==> src/rtl/cmmt_pkg.sv <==
// Shared constants, types and command/status structures of the cluster mode merge table.
`default_nettype none
package cmmt_pkg;

    localparam int MAX_MODES = 64;
    localparam int NUM_DIMS  = 3;
    localparam int COORD_W   = 16;
    localparam int IDX_W     = $clog2(MAX_MODES);
    localparam int CNT_W     = $clog2(MAX_MODES + 1);
    localparam int DIFF_W    = COORD_W + 1;
    localparam int SQ_W      = 2 * COORD_W;
    localparam int SUM_W     = SQ_W + $clog2(NUM_DIMS + 1);
    localparam int RAD_W     = 16;
    localparam int LIM_W     = 2 * RAD_W;
    localparam int ENTRY_W   = NUM_DIMS * COORD_W;

    localparam logic [CNT_W-1:0] MAX_CNT = CNT_W'(MAX_MODES);

    typedef logic [NUM_DIMS-1:0][COORD_W-1:0] t_point;

    typedef struct packed {
        logic             capture;
        logic             issue;
        logic [IDX_W-1:0] addr;
        logic             flush;
        logic             fin_hit;
        logic             fin_miss;
        logic             fin_new;
        logic [CNT_W-1:0] count;
        logic             load_out;
    } t_cmd;

    typedef struct packed {
        logic hit;
        logic busy;
    } t_sts;

endpackage
`default_nettype wire

==> src/rtl/cmmt_ctrl.sv <==
// Controller: transaction handshakes, scan address sequencing and mode count.
`default_nettype none
module cmmt_ctrl
    import cmmt_pkg::*;
(
    input  wire  i_clk,
    input  wire  i_rst_n,
    input  wire  i_in_valid,
    output logic o_in_ready,
    output logic o_out_valid,
    input  wire  i_out_ready,
    input  t_sts i_sts,
    output t_cmd o_cmd
);

    localparam logic [1:0] S_IDLE = 2'd0;
    localparam logic [1:0] S_SCAN = 2'd1;
    localparam logic [1:0] S_DONE = 2'd2;

    logic [1:0]       r_state, n_state;
    logic [CNT_W-1:0] r_addr, n_addr;
    logic [CNT_W-1:0] r_count, n_count;
    logic             r_out_vld, n_out_vld;
    logic             out_free;

    assign out_free    = !r_out_vld || i_out_ready;
    assign o_in_ready  = (r_state == S_IDLE);
    assign o_out_valid = r_out_vld;

    always_comb begin
        n_state  = r_state;
        n_addr   = r_addr;
        n_count  = r_count;
        o_cmd    = '0;
        o_cmd.addr  = r_addr[IDX_W-1:0];
        o_cmd.count = r_count;
        case (r_state)
            S_IDLE: begin
                if (i_in_valid) begin
                    o_cmd.capture = 1'b1;
                    n_addr  = '0;
                    n_state = S_SCAN;
                end
            end
            S_SCAN: begin
                if (i_sts.hit) begin
                    // Entries still in flight behind the first match are discarded.
                    o_cmd.fin_hit = 1'b1;
                    o_cmd.flush   = 1'b1;
                    n_state       = S_DONE;
                end else if (r_addr < r_count) begin
                    o_cmd.issue = 1'b1;
                    n_addr      = r_addr + 1'b1;
                end else if (!i_sts.busy) begin
                    o_cmd.fin_miss = 1'b1;
                    if (r_count < MAX_CNT) begin
                        o_cmd.fin_new = 1'b1;
                        o_cmd.addr    = r_count[IDX_W-1:0];
                        n_count       = r_count + 1'b1;
                    end
                    o_cmd.count = n_count;
                    n_state     = S_DONE;
                end
            end
            S_DONE: begin
                if (out_free) begin
                    o_cmd.load_out = 1'b1;
                    n_state        = S_IDLE;
                end
            end
            default: begin
                n_state = S_IDLE;
            end
        endcase
        n_out_vld = o_cmd.load_out || (r_out_vld && !i_out_ready);
    end

    always_ff @(posedge i_clk) begin
        if (!i_rst_n) begin
            r_state   <= S_IDLE;
            r_addr    <= '0;
            r_count   <= '0;
            r_out_vld <= 1'b0;
        end else begin
            r_state   <= n_state;
            r_addr    <= n_addr;
            r_count   <= n_count;
            r_out_vld <= n_out_vld;
        end
    end

endmodule
`default_nettype wire

==> config.mk <==
export PLATFORM = sky130hd
export DESIGN_NAME = cmmt_ctrl
export DESIGN_NICKNAME = d
export VERILOG_FILES = /design/src/rtl/cmmt_pkg.sv /design/src/rtl/cmmt_ctrl.sv
export SDC_FILE = /design/constraint.sdc
export NUM_CORES = 1
export LEC_CHECK = 0
export BUFFER_PORTS_ARGS = -buffer_cell sky130_fd_sc_hd__buf_2
export CORE_UTILIZATION = 48
export CTS_CLUSTER_SIZE = 14
export DETAILED_ROUTE_END_ITERATION = 8
export HOLD_SLACK_MARGIN = 0.08
export PLACE_DENSITY_LB_ADDON = 0.08
export SLEW_MARGIN = 15
export SYNTH_ARGS = -nofsm -noshare
export SYNTH_HDL_FRONTEND = slang
export SYNTH_SLANG_ARGS = --single-unit
==> constraint.sdc <==
create_clock -name i_clk -period 2.76 [get_ports i_clk]
set_input_delay 0.552 -clock i_clk [delete_from_list [all_inputs] [get_ports i_clk]]
set_output_delay 0.552 -clock i_clk [all_outputs]
set_load 0.02 [all_outputs]
==> run summary <==
The busiest metal layer after global routing was met2. The area share of the leading cell type in the synthesized netlist was 27.7%; the later-pin clock latency in the skew report was 0.30 ns. In this run the tightest slew margin relative to its limit is 67.6%. The mean number of vias per cell was 5.67. Counting the buffers created by CTS gives 3. Of the total power, the share spent switching nets is 31.2%. The vertical extent of the die works out to 52.6 um. By instance count, the leading cell after synthesis is sky130_fd_sc_hd__nand2_1. In the final routed layout, each cell accounts on average for 15.8 um. The starting density of the core is 53.0%, and the met3 track demand over resource is 5.51%.

Fill cells in the final layout number 135. The number of DRC markers in iteration 0 is 30. The first detailed-routing pass ran for 4 iterations. The mean post-synth cell area is 8.60 um2. The worst endpoint required time is 2.21 ns, and the post-synthesis cell area is 1230 um2. The tools report the number of antenna violations at the first check in global routing as 0. Of all cell types, the one taking the most synthesized area is sky130_fd_sc_hd__dfxtp_1.

The clock tree buffer depth is 2, and the adder-cell share of the synthesized area is 8.14%. The worst setup path is captured at an output port. In this run, synthesis inferred 0 flip-flops with an integrated enable.

After synthesis, the cell types taking the most area are sky130_fd_sc_hd__dfxtp_1 (28%), sky130_fd_sc_hd__mux2i_1 (9.0%), sky130_fd_sc_hd__ha_1 (8.1%), sky130_fd_sc_hd__nand2_1 (7.0%), sky130_fd_sc_hd__mux2_2 (4.6%). The tools report the number of warnings printed during yosys synthesis as 0. Of the available clock period, the critical path in the final layout requires 108%.

The run gives 0.337 GHz as the maximum clock rate. Dominant cell type by count on the critical path: sky130_fd_sc_hd__buf_4. After synthesis, the largest family of logic cells by area is simple AND/OR/NAND/NOR gates. The overflow left after global routing came out at 0. The logs give 0 for the max-slew violation total from the final report and 27.7% for the share of the yosys chip area belonging to registers. In the synthesized netlist the async set-or-reset flop fraction comes to 0%.

0 antenna diodes ended up in the layout. The fraction of met2 tracks used by global routing came out at 50.4%. Detailed placement finished with a half-perimeter wire length of 2300 um.

During placement, the flow inserted port buffers numbering 27. The tools report the sequential fraction of design power as 50.6%. The via count of the first global-routing pass was 1270; the largest stage delay on the critical path was 0.36 ns. The most used flip-flop cell after synthesis is sky130_fd_sc_hd__dfxtp_1. Summing all multi-input logic gate instances after layout gives 987 um2.

The maximum fanout along the worst path came out at 2. Slowest library cell on the worst path: sky130_fd_sc_hd__dfxtp_2. After Yosys synthesis, XOR and XNOR cells account for 3.56% of the synthesized area.

In the global route stage, met1 resource usage came out at 32.7%. The worst-case IR drop observed on VDD is 0.355 mV. For the power consumption, the log shows 0.504 mW. The complex-gate fraction of the synthesized area was 9.97%. The proportion of synthesized area in mux cells was 16.0%; the clock slew seen by the registers of the worst setup and hold paths was 0.11 ns. In this run the remaining antenna-violating nets after routing total 0.

The worst min-delay path class was reg -> reg. The die is 52.6 um wide. The maximum level of the CTS H-tree was 1; the final count of negative-setup-slack endpoints was 13. The die covers 2770 um2. For this block, the via count after detailed routing is 1316. The run finished, with violations left.

The clock arrives with 0.00162 ns of skew. The net count of the finished layout is 219. The core region is 2320 um2. For this block, the routed nets add up to 3670 um of wire. The run gives 28.1% as the overall track demand over capacity in global routing. Registers take 349 um2. The basic-gate share of the synthesized area counting and, or, nand and nor cells works out to 27.7%. The logs give 29.4% for the share of total power in the clock network and 0 for the count of unresolved DRC violations after routing. The checks that failed: setup timing. At the end of routability-driven placement, the weighted congestion stood at 0.788. Setup repair after global routing could not meet its margin everywhere.

TritonCTS built the clock tree. The clock net in this run drives a total of 17 sinks. Final period demand of the worst path: 2.97 ns.

The internal power of the cells totals 0.347 mW. The proportion of power drawn by combinational gates is 20.1%. In the synthesized netlist, the cells that appear most often are sky130_fd_sc_hd__nand2_1 (23), sky130_fd_sc_hd__dfxtp_1 (17), sky130_fd_sc_hd__mux2i_1 (11). The synthesized design contains 17 register bits. The fraction of final layout cells sized beyond drive strength 1 works out to 53.4%. The initialized floorplan defines 17 standard-cell rows.

For this design the total switching power over the nets is 0.157 mW. The synthesized instance count is 143. Worst setup path category: reg -> out. The worst setup path is launched from a flip-flop. The leakage power is 0.859 nW, and the total nets after synthesis is 157. The root buffer cell is sky130_fd_sc_hd__clkbuf_4. In this run, distinct cell masters in the synthesized netlist total 39. For the pin with the worst max-slew slack, the measured transition is 0.484 ns.

The number of hold buffers added after CTS was 0. The tool flagged a number of max-cap violations equal to 0. Worst setup slack after layout: -0.209 ns. The critical path goes through inv_2 > ha_4 > a211o_1 > o211ai_1 > buf_4 > buf_4 > buf_4 > buf_4 > buf_4 > buf_4 > o311ai_1 > nor2_1 > buf_4.

The final number of hold-violating endpoints was 0; the final core utilization was 83.3%. For the worst setup path, the data arrival time is 2.42 ns. The first global-routing pass estimated 5650 um of wire.

The pin count of the biggest net entering global routing is 21, and the area growth from synthesis to layout is 57.1%. Cell area power density: 261 nW/um2. 28 I/O pins were placed.
metrics by stage:
step | setup slack [ns] | std cells | TNS [ns] | instance area (um2) | hold slack, ns
6_report | -0.209 | 232 | -1.91 | 1930 | 0.511
5_1_grt | -0.279 | 232 | -2.82 | 1930 | 0.535
3_3_place_gp | 0.0128 | 211 | 0 | 1520 | 0.458
2_1_floorplan | 0.0107 | 143 | 0 | 1250 | 0.447
3_5_place_dp | -0.0184 | 211 | -0.0841 | 1520 | 0.473
4_1_cts | -0.268 | 228 | -2.31 | 1820 | 0.515
cell usage in the layout, fill, tap and decap left out, drive strengths merged, types with 2 or more instances in the layout:
cell type	n
nand3	5
nand4	2
nor2	6
or3	4
a21oi	2
nand2	23
nor2b	2
clkbuf	3
mux2	7
or4	3
nor3	4
a21boi	2
inv	10
nor4	2
and2	2
o32ai	2
ha	8
o31ai	2
mux2i	11
xnor2	5
nand2b	9
buf	63
dfxtp	17
power groups by stage:
stage | clock network (mW) | logic (mW) | registers, mW
6_report | 0.148 | 0.101 | 0.255
5_1_grt | 0.163 | 0.108 | 0.256
4_1_cts | 0.150 | 0.0955 | 0.255
3_3_place_gp | 0 | 0.0799 | 0.259
3_5_place_dp | 0 | 0.0818 | 0.260
2_1_floorplan | 0 | 0.0584 | 0.259
cells by family after synthesis:
logic type	count (synthesis)
AOI/OAI and AO/OA	16
xor gates and xnor gates	5
buffers and inverters	16
adders and majority gates	8
and+or+nand+nor	63
DFF	17
muxes	18
final cells by class:
cell class / count / share of cell area (%)
clock inverter: 1 / 0.389
timing repair buffer: 63 / 25.1
clock buffer: 3 / 1.17
tap: 28 / 1.81
multi-input combinational: 110 / 51.1
inverter: 10 / 2.33
sequential: 17 / 18.1
registers in the layout, indices dropped and copies added, names as in the netlist:
| register | flops |
|---|---|
| r_count | 7 |
| o_out_valid | 1 |
| r_addr | 7 |
| r_state | 2 |
repair_timing:
action,4_1_cts,5_1_grt
setup buffers,13,5
endpoints found under the setup margin,14,18
hold endpoints to repair,0,0
pin swaps,12,8
resized for setup,41,18
critical path: cells and delay by family, from the launching register on:
family	cells	cell delay, ns
buffers and inverters	8	0.81
AO/OA/AOI/OAI	3	0.58
flip-flops	1	0.36
adder cells (fa/ha/maj)	1	0.21
AND/OR/NAND/NOR	1	0.14
final timing paths:
check | cells after the start | startpoint | endpoint | slack, ns
setup / recovery | 13 | r_count[4] | o_cmd[18] | -0.21
hold reg to reg | 2 | r_addr[6] | r_addr[6] | 0.51
hold / removal | 2 | r_addr[6] | r_addr[6] | 0.51
setup reg to reg | 14 | r_count[4] | r_addr[3] | 0.01
layer usage:
layer | vias up | share of wire [%]
li1 | 631 | -
met4 | 0 | 2.3
met5 | - | 0
met3 | 12 | 3.7
met1 | 636 | 42
met2 | 37 | 52
(Power assumes the default switching activity.)
