==> src/rtl/cmmt_pkg.sv <==
// Shared constants, types and command/status structures of the cluster mode merge table.
`default_nettype none
package cmmt_pkg;

    localparam int MAX_MODES = 64;
    localparam int NUM_DIMS  = 3;
    localparam int COORD_W   = 16;
    localparam int IDX_W     = $clog2(MAX_MODES);
    localparam int CNT_W     = $clog2(MAX_MODES + 1);
    localparam int DIFF_W    = COORD_W + 1;
    localparam int SQ_W      = 2 * COORD_W;
    localparam int SUM_W     = SQ_W + $clog2(NUM_DIMS + 1);
    localparam int RAD_W     = 16;
    localparam int LIM_W     = 2 * RAD_W;
    localparam int ENTRY_W   = NUM_DIMS * COORD_W;

    localparam logic [CNT_W-1:0] MAX_CNT = CNT_W'(MAX_MODES);

    typedef logic [NUM_DIMS-1:0][COORD_W-1:0] t_point;

    typedef struct packed {
        logic             capture;
        logic             issue;
        logic [IDX_W-1:0] addr;
        logic             flush;
        logic             fin_hit;
        logic             fin_miss;
        logic             fin_new;
        logic [CNT_W-1:0] count;
        logic             load_out;
    } t_cmd;

    typedef struct packed {
        logic hit;
        logic busy;
    } t_sts;

endpackage
`default_nettype wire

==> src/rtl/cmmt_dp.sv <==
// Datapath: mode memory, distance pipeline, result and output registers.
`default_nettype none
module cmmt_dp
    import cmmt_pkg::*;
(
    input  wire              i_clk,
    input  wire              i_rst_n,
    input  t_cmd             i_cmd,
    input  t_point           i_point,
    input  wire [RAD_W-1:0]  i_radius,
    output t_sts             o_sts,
    output t_point           o_mode,
    output logic [IDX_W-1:0] o_index,
    output logic             o_created,
    output logic             o_full,
    output logic [CNT_W-1:0] o_count
);

    logic [ENTRY_W-1:0] mem [MAX_MODES];

    t_point             r_point;
    logic [LIM_W-1:0]   r_limit;
    t_point             r_rd;
    logic               r_s1_vld;
    logic [IDX_W-1:0]   r_s1_idx;
    logic [NUM_DIMS-1:0][SQ_W-1:0] r_sq;
    t_point             r_s2_data;
    logic               r_s2_vld;
    logic [IDX_W-1:0]   r_s2_idx;

    t_point             r_res_mode;
    logic [IDX_W-1:0]   r_res_idx;
    logic               r_res_new;
    logic               r_res_full;
    logic [CNT_W-1:0]   r_res_cnt;

    t_point             r_out_mode;
    logic [IDX_W-1:0]   r_out_idx;
    logic               r_out_new;
    logic               r_out_full;
    logic [CNT_W-1:0]   r_out_cnt;

    logic [NUM_DIMS-1:0][COORD_W-1:0] mag;
    logic [SUM_W-1:0]   sq_dist;

    always_comb begin
        logic signed [DIFF_W-1:0] diff;
        for (int d = 0; d < NUM_DIMS; d++) begin
            diff = $signed({r_point[d][COORD_W-1], r_point[d]})
                 - $signed({r_rd[d][COORD_W-1], r_rd[d]});
            if (diff[DIFF_W-1]) begin
                mag[d] = COORD_W'(-diff);
            end else begin
                mag[d] = diff[COORD_W-1:0];
            end
        end
    end

    always_comb begin
        sq_dist = '0;
        for (int d = 0; d < NUM_DIMS; d++) begin
            sq_dist = sq_dist + SUM_W'(r_sq[d]);
        end
    end

    assign o_sts.hit  = r_s2_vld && (sq_dist <= SUM_W'(r_limit));
    assign o_sts.busy = r_s1_vld || r_s2_vld;

    // Memory: one write port for new modes, one registered read port for the scan.
    always_ff @(posedge i_clk) begin
        if (i_cmd.fin_new) begin
            mem[i_cmd.addr] <= r_point;
        end
        r_rd <= mem[i_cmd.addr];
    end

    always_ff @(posedge i_clk) begin
        if (!i_rst_n) begin
            r_s1_vld <= 1'b0;
            r_s2_vld <= 1'b0;
        end else begin
            r_s1_vld <= i_cmd.issue;
            r_s2_vld <= r_s1_vld && !i_cmd.flush;
        end
    end

    always_ff @(posedge i_clk) begin
        r_limit <= i_radius * i_radius;
        if (i_cmd.capture) begin
            r_point <= i_point;
        end
        r_s1_idx <= i_cmd.addr;
        for (int d = 0; d < NUM_DIMS; d++) begin
            r_sq[d] <= mag[d] * mag[d];
        end
        r_s2_data <= r_rd;
        r_s2_idx  <= r_s1_idx;

        if (i_cmd.fin_hit) begin
            r_res_mode <= r_s2_data;
            r_res_idx  <= r_s2_idx;
            r_res_new  <= 1'b0;
            r_res_full <= 1'b0;
            r_res_cnt  <= i_cmd.count;
        end else if (i_cmd.fin_miss) begin
            r_res_mode <= r_point;
            r_res_idx  <= i_cmd.fin_new ? i_cmd.addr : '0;
            r_res_new  <= i_cmd.fin_new;
            r_res_full <= !i_cmd.fin_new;
            r_res_cnt  <= i_cmd.count;
        end

        if (i_cmd.load_out) begin
            r_out_mode <= r_res_mode;
            r_out_idx  <= r_res_idx;
            r_out_new  <= r_res_new;
            r_out_full <= r_res_full;
            r_out_cnt  <= r_res_cnt;
        end
    end

    assign o_mode    = r_out_mode;
    assign o_index   = r_out_idx;
    assign o_created = r_out_new;
    assign o_full    = r_out_full;
    assign o_count   = r_out_cnt;

endmodule
`default_nettype wire

==> config.mk <==
export PLATFORM = sky130hd
export DESIGN_NAME = cmmt_dp
export DESIGN_NICKNAME = d
export VERILOG_FILES = /design/src/rtl/cmmt_pkg.sv /design/src/rtl/cmmt_dp.sv
export SDC_FILE = /design/constraint.sdc
export NUM_CORES = 2
export LEC_CHECK = 0
export BUFFER_PORTS_ARGS = -buffer_cell sky130_fd_sc_hd__buf_4
export CORE_UTILIZATION = 30
export DETAILED_ROUTE_END_ITERATION = 8
export GPL_ROUTABILITY_DRIVEN = 1
export PLACE_DENSITY_LB_ADDON = 0.3
export SYNTH_ARGS = -nofsm -noshare
export SYNTH_HDL_FRONTEND = slang
export SYNTH_SLANG_ARGS = --single-unit
==> constraint.sdc <==
create_clock -name i_clk -period 9.5 [get_ports i_clk]
set_input_delay 1.425 -clock i_clk [delete_from_list [all_inputs] [get_ports i_clk]]
set_output_delay 1.425 -clock i_clk [all_outputs]
set_load 0.05 [all_outputs]
==> impl_summary.txt <==
----------------------------------------------------
[Place]
  Weighted congestion reported at the end of routability-driven placement ... roughly 0.85
  Buffers added on ports ... 150
  Estimated wirelength of the detail-placed design ... ~320000 µm

[Synth]
  Most common cell in the netlist ... edfxtp_1
  Count of warnings emitted by yosys ... 0
  Top cells by area, synth ... edfxtp_1, fa_1, a22oi_1
  Biggest area consumer among synthesized cells ... edfxtp_1
  Dominant register cell in the synthesized netlist ... edfxtp_1
  Proportion of synthesized flip-flops having asynchronous set or reset ... 0%
  Syn_area_per_cell ... roughly 15 µm²
  Top cells by count, synth ... edfxtp_1, inv_1, a22oi_1
  Post-synth EDFFs ... 3244
  #FFs+latches synth ... between 3000 and 4000
  Area share of the largest cell type after synthesis ... between 60% and 70%
  Yosys cell types ... between 90 and 100
  Syn Inst Count ... 10300
  Sequential share of the synthesized area ... around two thirds
  Post-synthesis instance area ... about 0.16 mm²

[Floorplanning]
  Core region area ... approximately 0.51 mm²
  Number of top-level pins ... 151
  Overall die width ... between 700 and 800 µm
  Vertical extent of the die ... 721 µm
  Initial Utilization ... between 30% and 40%
  Die Outline Area ... ~0.52 mm²
  Total number of placement rows ... between 200 and 300

[Clock tree]
  TritonCTS Sinks ... between 3000 and 4000
  Clock latency on the worst-skew pair ... around 1 ns
  Number of buffers inserted for hold repair after clock tree synthesis ... 0
  Number of buffers on the longest clock path ... 4
  Clock tree from TritonCTS ... yes
  Clock-pin slew on the worst setup and hold paths ... 0.06 ns
  Clk Tree Root Cell ... clkbuf_16
  CTS buffer count ... ~360
  Number of levels the H-tree was split into ... 5

[Timing]
  Period utilisation layout ... a little under 100%
  Fin Hold WS ... between 0.3 and 0.4 ns
  Final worst path period need ... a little over 9 ns
  Final hold vios ... 0
  Max Freq ... between 100 and 150 MHz
  Slew Limit Headroom ... approximately 5.3%
  Final setup vio count ... 0
  Setup total negative slack ... 0 ns
  Transition time at the pin with the least slew margin ... between 1 and 1.5 ns
  Skew final ... about 0.15 ns
  Slew Limit Fails ... 0

[Status]
  Run status ... completed

[Worst hold path]
  Hold Crit Class ... flip-flop to flip-flop

[Global routing]
  Number of antenna violations at the first check in global routing ... 34
  Pin count of the biggest net entering global routing ... 112
  First-pass GRT wire length ... 732000 µm
  Total gr overflow ... 0
  GRT Overall Usage ... just under 20%
  Via count of the first global-routing pass ... between 90000 and 100k

[Route]
  DRC violation count after routing ... 0
  Total number of vias ... about 95000
  Final WL ... roughly 530000 µm
  Vias per inst ... 5.30
  Pre-Repair DR Iteration Count ... 5
  Final ANT Viol Nets ... 0
  Iteration-0 DRC count of the detailed router ... approximately 11000
  Routed len/inst ... roughly 29 µm

[Worst setup path]
  Setup slack of the worst register-to-register path ... roughly 0.31 ns
  Critical path buffer and inverter count ... 6
  Delay of the slowest critical-path stage ... approximately 0.55 ns
  Kind of start point of the critical path ... flip-flop
  Critical path data required time ... 10.35 ns
  Worst setup path category ... flip-flop to flip-flop
  Critical Path End Type ... flip-flop
  Arrival time worst endpoint ... 10.04 ns
  CP dominant cell by count ... fa_1
  Slowest library cell on the worst path ... fa_1
  Maximum fanout count along the critical path ... 7
  Critical path's top delay family ... adder cells

[Layout]
  Final layout net count ... around 12000
  Filler cell count ... just under 50000
  Layout cell share with drive strength beyond 1 ... a little under an eighth
  Area grow syn2layout ... 15.6%
  Sequential cell area ... slightly above 0.1 mm²
  Area of the multi-input gates ... 0.0481 mm²

[Job]
  Maximum capacitance violations ... 0

----------------------------------------------------
final timing paths:
| kind | start | endpoint | cells past startpoint |
|---|---|---|---|
| setup reg to reg | r_rd[25]$_DFF_P_ | r_sq[63]$_DFF_P_ | 32 |
| hold / removal | r_s1_idx[5]$_DFF_P_ | r_s2_idx[5]$_DFF_P_ | 0 |
| hold reg to reg | r_s1_idx[5]$_DFF_P_ | r_s2_idx[5]$_DFF_P_ | 0 |
| setup / recovery | r_rd[25]$_DFF_P_ | r_sq[63]$_DFF_P_ | 32 |
through the flow:
stage	setup WS, ns	util, %	cell area [µm²]	cells
after global routing	-0.0189	34.9	179000	18000
final	0.311	34.9	179000	18000
after detailed placement	0.0680	32.6	168000	17300
after CTS	0.00568	34.8	179000	18000
after floorplan	-0.0207	-	155000	10300
after global placement	0.0261	32.6	168000	17300
logic make-up (layout without fill, tap and decap cells):
group,count (synthesis),after routing,share of synthesized area (%)
flip-flops,3480,3480,65.8
AO/OA/AOI/OAI,2487,2487,11.8
buffers and inverters,1556,2363,3.77
AND/OR/NAND/NOR,1319,1319,4.04
adder cells (fa/ha/maj),1188,1188,12.9
XOR/XNOR,227,227,1.33
multiplexers,47,47,0.339
other,2,19,0.00484
layout by cell type, fill, tap and decap left out, types with 33 or more instances in the layout:
| master | n |
|---|---|
| buf_12 | 33 |
| o21a_1 | 42 |
| dfxtp_1 | 235 |
| nand4_1 | 122 |
| xor2_1 | 67 |
| clkbuf_1 | 100 |
| a31oi_1 | 272 |
| a22oi_1 | 961 |
| edfxtp_1 | 3244 |
| nand2_1 | 348 |
| a221oi_1 | 291 |
| inv_1 | 1074 |
| a22o_1 | 289 |
| ha_1 | 503 |
| clkinv_1 | 86 |
| clkbuf_16 | 368 |
| mux2_2 | 44 |
| nor2_1 | 343 |
| xnor2_1 | 140 |
| nor3_1 | 41 |
| a21o_1 | 82 |
| buf_4 | 567 |
| nor4_1 | 42 |
| and2_1 | 61 |
| nor2_4 | 64 |
| fa_1 | 685 |
| a21oi_1 | 271 |
| o21ai_0 | 98 |
| nand2b_1 | 40 |
| nand3_1 | 102 |
| clkinv_2 | 45 |
flip-flops by register name, summed over array words and instances, names as in the netlist:
signal,cells
r_limit,31
r_res_cnt,7
mem,3072
r_res_idx,6
r_s1_idx,6
r_s1_vld,1
r_res_new,1
o_full,1
r_s2_vld,1
o_created,1
r_sq,93
r_point,48
r_s2_data,48
o_count,7
r_s2_idx,6
r_rd,48
o_index,6
r_res_mode,48
r_res_full,1
o_mode,48
layer usage:
metal / vias to the layer above / track usage, % / part of all wire, %
met3: 836 / 3.46 / 8.5
met1: 50000 / 27.1 / 42
met5: - / 0 / 0.012
met2: 4466 / 31.8 / 46
li1: 40100 / - / -
met4: 10 / 5.73 / 3.3
repair_timing:
item,in CTS,in global routing
setup buffers,0,9
endpoints found under the hold margin,0,0
endpoints found under the setup margin,0,22
resized for setup,0,56
layout make-up:
class / instances / share of cell area, %
clock buffer: 486 / 5.48
clock inverter: 179 / 0.871
sequential: 3480 / 57.0
inverter: 1095 / 2.29
tap: 6890 / 4.81
antenna: 16 / 0.0223
multi-input combinational: 5271 / 26.8
timing repair buffer: 603 / 2.76
Power is not shown: default switching activity piles up to over one toggle a cycle in this logic, so the estimate is an artifact.
